## src/hdl/dsa_pkg.sv

```systemverilog
// ----------------------------------------------------------------------------
// dsa_pkg
// Shared widths, codes, types and helpers of the district seat allocator.
// ----------------------------------------------------------------------------
package dsa_pkg;

    localparam int MAX_PARTIES  = 32;
    localparam int MIN_PARTIES  = 2;
    localparam int PARTY_W      = $clog2(MAX_PARTIES);

    localparam int COUNT_W      = 6;
    localparam int VOTE_W       = 32;
    localparam int SEAT_W       = 8;
    localparam int CNT_W        = 16;
    localparam int TVOTE_W      = 48;
    localparam int IDX_W        = 5;
    localparam int ALLOC_W      = SEAT_W + VOTE_W;
    localparam int CNT_SUM_W    = CNT_W + 1;
    localparam int TVOTE_SUM_W  = TVOTE_W + 1;

    localparam int PADDR_W      = 3;
    localparam int PDATA_W      = 32;

    localparam logic [COUNT_W-1:0]   PARTY_COUNT_RESET = COUNT_W'(MIN_PARTIES);
    localparam logic [PADDR_W-3:0]   REG_PARTY_COUNT   = '0;

    typedef enum logic [2:0] {
        ST_IDLE,
        ST_SCAN,
        ST_SCAN_TAIL,
        ST_AWARD,
        ST_OUT_RD,
        ST_OUT_EMIT
    } dsa_state_t;

    typedef struct packed {
        logic take_item;
        logic clear_best;
        logic scan_rd;
        logic award;
        logic out_rd;
        logic emit;
    } dsa_cmd_t;

    typedef struct packed {
        logic last_item;
        logic quota_zero;
        logic rd_last;
        logic found;
        logic seats_done;
        logic out_free;
        logic emit_last;
    } dsa_status_t;

    typedef struct packed {
        logic [CNT_W-1:0]   seats;
        logic [TVOTE_W-1:0] votes;
        logic [CNT_W-1:0]   firsts;
        logic [CNT_W-1:0]   zeros;
    } dsa_tally_t;

    // Index of the last party, with the party count clamped to its legal range.
    function automatic logic [PARTY_W-1:0] last_party(input logic [COUNT_W-1:0] count);
        logic [PARTY_W-1:0] r;
        if (int'(count) < MIN_PARTIES)
        begin
            r = PARTY_W'(MIN_PARTIES - 1);
        end
        else if (int'(count) > MAX_PARTIES)
        begin
            r = PARTY_W'(MAX_PARTIES - 1);
        end
        else
        begin
            r = PARTY_W'(count - COUNT_W'(1));
        end
        return r;
    endfunction

endpackage

```

## src/hdl/dsa_ctrl.sv

```systemverilog
// ----------------------------------------------------------------------------
// dsa_ctrl
// Sequencer: takes items, runs one quotient scan per seat, then emits results.
// ----------------------------------------------------------------------------
module dsa_ctrl (
    input  logic                 clk,
    input  logic                 rst_n,
    input  logic                 in_valid,
    output logic                 in_ready,
    input  dsa_pkg::dsa_status_t status,
    output dsa_pkg::dsa_cmd_t    cmd
);

    dsa_pkg::dsa_state_t state_reg;
    dsa_pkg::dsa_state_t state_next;

    always_ff @(posedge clk or negedge rst_n)
    begin
        if (!rst_n)
        begin
            state_reg <= dsa_pkg::ST_IDLE;
        end
        else
        begin
            state_reg <= state_next;
        end
    end

    always_comb
    begin
        state_next = state_reg;
        cmd        = '0;
        in_ready   = 1'b0;
        unique case (state_reg)
            dsa_pkg::ST_IDLE:
            begin
                in_ready = 1'b1;
                if (in_valid)
                begin
                    cmd.take_item = 1'b1;
                    if (status.last_item)
                    begin
                        cmd.clear_best = 1'b1;
                        state_next = status.quota_zero ? dsa_pkg::ST_OUT_RD : dsa_pkg::ST_SCAN;
                    end
                end
            end
            dsa_pkg::ST_SCAN:
            begin
                cmd.scan_rd = 1'b1;
                if (status.rd_last)
                begin
                    state_next = dsa_pkg::ST_SCAN_TAIL;
                end
            end
            dsa_pkg::ST_SCAN_TAIL:
            begin
                state_next = dsa_pkg::ST_AWARD;
            end
            dsa_pkg::ST_AWARD:
            begin
                cmd.award      = 1'b1;
                cmd.clear_best = 1'b1;
                if (!status.found || status.seats_done)
                begin
                    state_next = dsa_pkg::ST_OUT_RD;
                end
                else
                begin
                    state_next = dsa_pkg::ST_SCAN;
                end
            end
            dsa_pkg::ST_OUT_RD:
            begin
                cmd.out_rd = 1'b1;
                state_next = dsa_pkg::ST_OUT_EMIT;
            end
            dsa_pkg::ST_OUT_EMIT:
            begin
                if (status.out_free)
                begin
                    cmd.emit   = 1'b1;
                    state_next = status.emit_last ? dsa_pkg::ST_IDLE : dsa_pkg::ST_OUT_RD;
                end
            end
            default:
            begin
                state_next = dsa_pkg::ST_IDLE;
            end
        endcase
    end

endmodule

```

## config.mk

```make
export PLATFORM = sky130hd
export DESIGN_NAME = dsa_ctrl
export DESIGN_NICKNAME = d
export VERILOG_FILES = /design/src/hdl/dsa_pkg.sv /design/src/hdl/dsa_ctrl.sv
export SDC_FILE = /design/constraint.sdc
export NUM_CORES = 1
export LEC_CHECK = 0
export BUFFER_PORTS_ARGS = -buffer_cell sky130_fd_sc_hd__clkbuf_2
export CORE_AREA = 2 2 39 41
export CTS_CLUSTER_DIAMETER = 30
export DETAILED_ROUTE_END_ITERATION = 8
export DIE_AREA = 0 0 41 43
export PLACE_DENSITY_LB_ADDON = 0.08
export REMOVE_ABC_BUFFERS = 1
export SKIP_LAST_GASP = 1
export SYNTH_ARGS = -nofsm -noshare
export SYNTH_HDL_FRONTEND = slang
export SYNTH_SLANG_ARGS = --single-unit
```

## constraint.sdc

```tcl
create_clock -name clk -period 1.2 [get_ports clk]
set_clock_uncertainty 0.15 [all_clocks]
set_input_delay 0 -clock clk [delete_from_list [all_inputs] [get_ports clk]]
set_output_delay 0 -clock clk [all_outputs]
set_load 0.005 [all_outputs]
```

==> qor.csv <==
stage,metric,value,unit
global_routing,grt total ovfl,0,
sta,endpoints failing hold,1,
setup_path,critical path class,flip-flop to primary output,
clock_network,H-Tree Depth,1,
setup_path,CP max FO,4,
floorplan,height of the chip,43,µm
clock_network,clk_lat worst skew,0.24,ns
yosys,Post-synth EDFFs,0,
layout,Area Growth Syn to Fin,102,%
drt,via count,356,
clock_network,"CTS clk-pin slew, worst paths",0.04,ns
global_routing,initial antenna violation count,0,
floorplan,Die X,41,µm
clock_network,CTS tree,yes,
floorplan,die area,1760,µm²
drt,DRC Markers,0,
yosys,sequential share of the synthesized area,28.7,%
layout,Antenna diodes,0,
clock_network,Bufs on Longest Clock Path,2,
drt,length of the first detailed-routing pass in iterations,4,
sta,max-slew violation count,0,
sta,Slew headroom,85.0,%
placed_design,gpl congestion,0.728,
setup_path,Crit. End Element,primary output,
worst_hold_path,HP Class,primary input to flip-flop,
yosys,Mean Syn Cell Area,8.17,µm²
layout,Largest register FFs,3,
layout,"non-filler cells, final",79,
floorplan,I/O Pins,17,
sta,Worst Tran Pin Value,0.222,ns
layout,"Net count, final",74,
global_routing,largest net degree at the start of global routing,9,
sta,RSZ-0062 raised after global routing,yes,
drt,remaining antenna violation count,0,
clock_network,Root Driver,clkbuf_4,
clock_network,# clock sinks,3,
global_routing,global-route wire length before repair,1400,µm
drt,DR iter-0 viols,2,
yosys,Seq cells post-synth,3,
yosys,Syn. warnings,0,
yosys,Netlist Area Pre-Place,262,µm²
floorplan,Starting Density,18.9,%
yosys,"Distinct cells, synth",21,
placed_design,Buffers on Ports,16,
placed_design,Placed Cells,62,
sta,PnR worst setup slack,-0.164,ns
drt,wire per inst,10.8,µm
power_and_ir_drop,Max VDD drop,0.872,mV
drt,routed wire length,855,µm
yosys,Mapped Cells,32,
clock_network,CTS buffer count,3,
yosys,Post-synth top flop,dfrtp_1,
run_status,status,"complete, but fails checks",
setup_path,Worst Path Required,1.05,ns
global_routing,GRT Util Overall,11.8,%
sta,Max Fclk,733,MHz
sta,"Period Utilization, post-route",114,%
placed_design,DP HPWL,536,µm
drt,vias per std cell,4.51,
run_status,violated checks,"hold timing, setup timing",
placed_design,pre-CTS setup slack,-0.137,ns
global_routing,number of global-route vias before repair,373,
setup_path,CP Launch Type,flip-flop,
yosys,async set-reset flop share out of synthesis,100,%
power_and_ir_drop,Pwr Density,2360,nW/µm²
floorplan,Site Rows,14,
floorplan,core area,1380,µm²
job,Max Cap Viol,0,
setup_path,Crit path arrival time,1.21,ns
sta,final setup vio count,9,
layout,"Core Util, Final",38.2,%
sta,min cycle time layout,1.36,ns
power_and_ir_drop,P_leak,0.259,nW
sta,Fin Hold WS,-0.00234,ns
power_and_ir_drop,Design Power,1.24,mW
layout,share of cells above drive strength 1,60.3,%
[cells in the final DEF, fill, tap and decap left out, drive strengths merged]
| master | netlist | routed |
|---|---|---|
| inv | 1 | 1 |
| dfrtp | 3 | 3 |
| and3b | 1 | 1 |
| nor3 | 2 | 2 |
| a31o | 1 | 1 |
| o21ai | 2 | 2 |
| o211a | 1 | 1 |
| and3 | 2 | 2 |
| a22oi | 1 | 1 |
| buf | 2 | 12 |
| nor2b | 2 | 2 |
| a21oi | 3 | 3 |
| nand2 | 3 | 3 |
| nor2 | 2 | 2 |
| clkbuf | 0 | 17 |
| dlygate4sd3 | 0 | 4 |
| nand2b | 1 | 1 |
| o31ai | 2 | 2 |
| and2 | 2 | 2 |
| mux2 | 1 | 1 |
[path summary, 6_finish.rpt]
path	startpoint	end	slack, ns	cells past startpoint
max reg2reg	state_reg[0]$_DFFE_PN0P_	state_reg[0]$_DFFE_PN0P_	-0.15	4
max in group asynchronous	rst_n	state_reg[0]$_DFFE_PN0P_	0.25	3
max	state_reg[2]$_DFFE_PN0P_	cmd[4]	-0.16	4
min reg2reg	state_reg[2]$_DFFE_PN0P_	state_reg[1]$_DFFE_PN0P_	0.46	2
min in group asynchronous	rst_n	state_reg[1]$_DFFE_PN0P_	0.49	3
min	status[2]	state_reg[2]$_DFFE_PN0P_	-0.002	4
[critical path: stages (launching register included)]
cell and delay (ns):
dfrtp_2 0.44, buf_12 0.14, nor3_4 0.13, a31o_1 0.16
buf_2 0.10
[through the flow]
| step | cell area, µm² | TNS (ns) |
|---|---|---|
| floorplan | 243 | 0 |
| global placement | 343 | -0.214 |
| detailed placement | 343 | -0.366 |
| CTS | 493 | -0.868 |
| global route | 528 | -1.64 |
| finish | 528 | -1.06 |
[per-layer routing]
metal / GRT usage (%) / vias to the layer above / routed length, µm
li1: - / 176 / -
met1: 14.2 / 157 / 372
met2: 16.6 / 19 / 405
met3: 2.09 / 4 / 45
met4: 10.7 / 0 / 32
met5: 0 / - / 0
[final cells by class]
| class | count | area (µm²) |
|---|---|---|
| well taps | 16 | 20.0 |
| flip-flops and latches | 3 | 78.8 |
| clock buffers | 4 | 26.3 |
| fillers | 159 | 856 |
| inverters | 1 | 3.75 |
| multi-input cells | 26 | 185 |
| repair buffers | 29 | 214 |
[kinds of logic (layout without fill, tap and decap cells)]
family                 Yosys count  count (layout)  share of synthesized area [%]
AOI/OAI and AO/OA               10              10                           25.4
buffers and inverters            3              34                           8.61
DFF                              3               3                           28.7
muxes                            1               1                           4.31
and+or+nand+nor                 15              15                           33.0
[Yosys cell counts, drive strengths merged, types with 2 or more instances]
library cell  n  area share, %
o31ai         2            5.7
nor2          2            2.9
dfrtp         3             29
o21ai         2            3.8
and2          2            4.8
and3          2            5.3
buf           2            7.2
nand2         3            4.3
nor2b         2            4.8
a21oi         3            5.7
nor3          2            3.8
[power breakdown]
group | internal, mW | switching [mW] | total [mW] | leakage [nW]
Clock | 0.125 | 0.0559 | 0.181 | 0.0150
Sequential | 0.159 | 0.116 | 0.275 | 0.0344
Combinational | 0.492 | 0.298 | 0.789 | 0.209
[what timing repair did]
action	CTS	global route
endpoints found under the setup margin	10	10
pin swaps	3	2
hold buffers	4	0
setup buffers	8	1
hold endpoints to repair	5	0
resized for setup	8	6
Note: power is estimated with default switching activity, not from simulation.
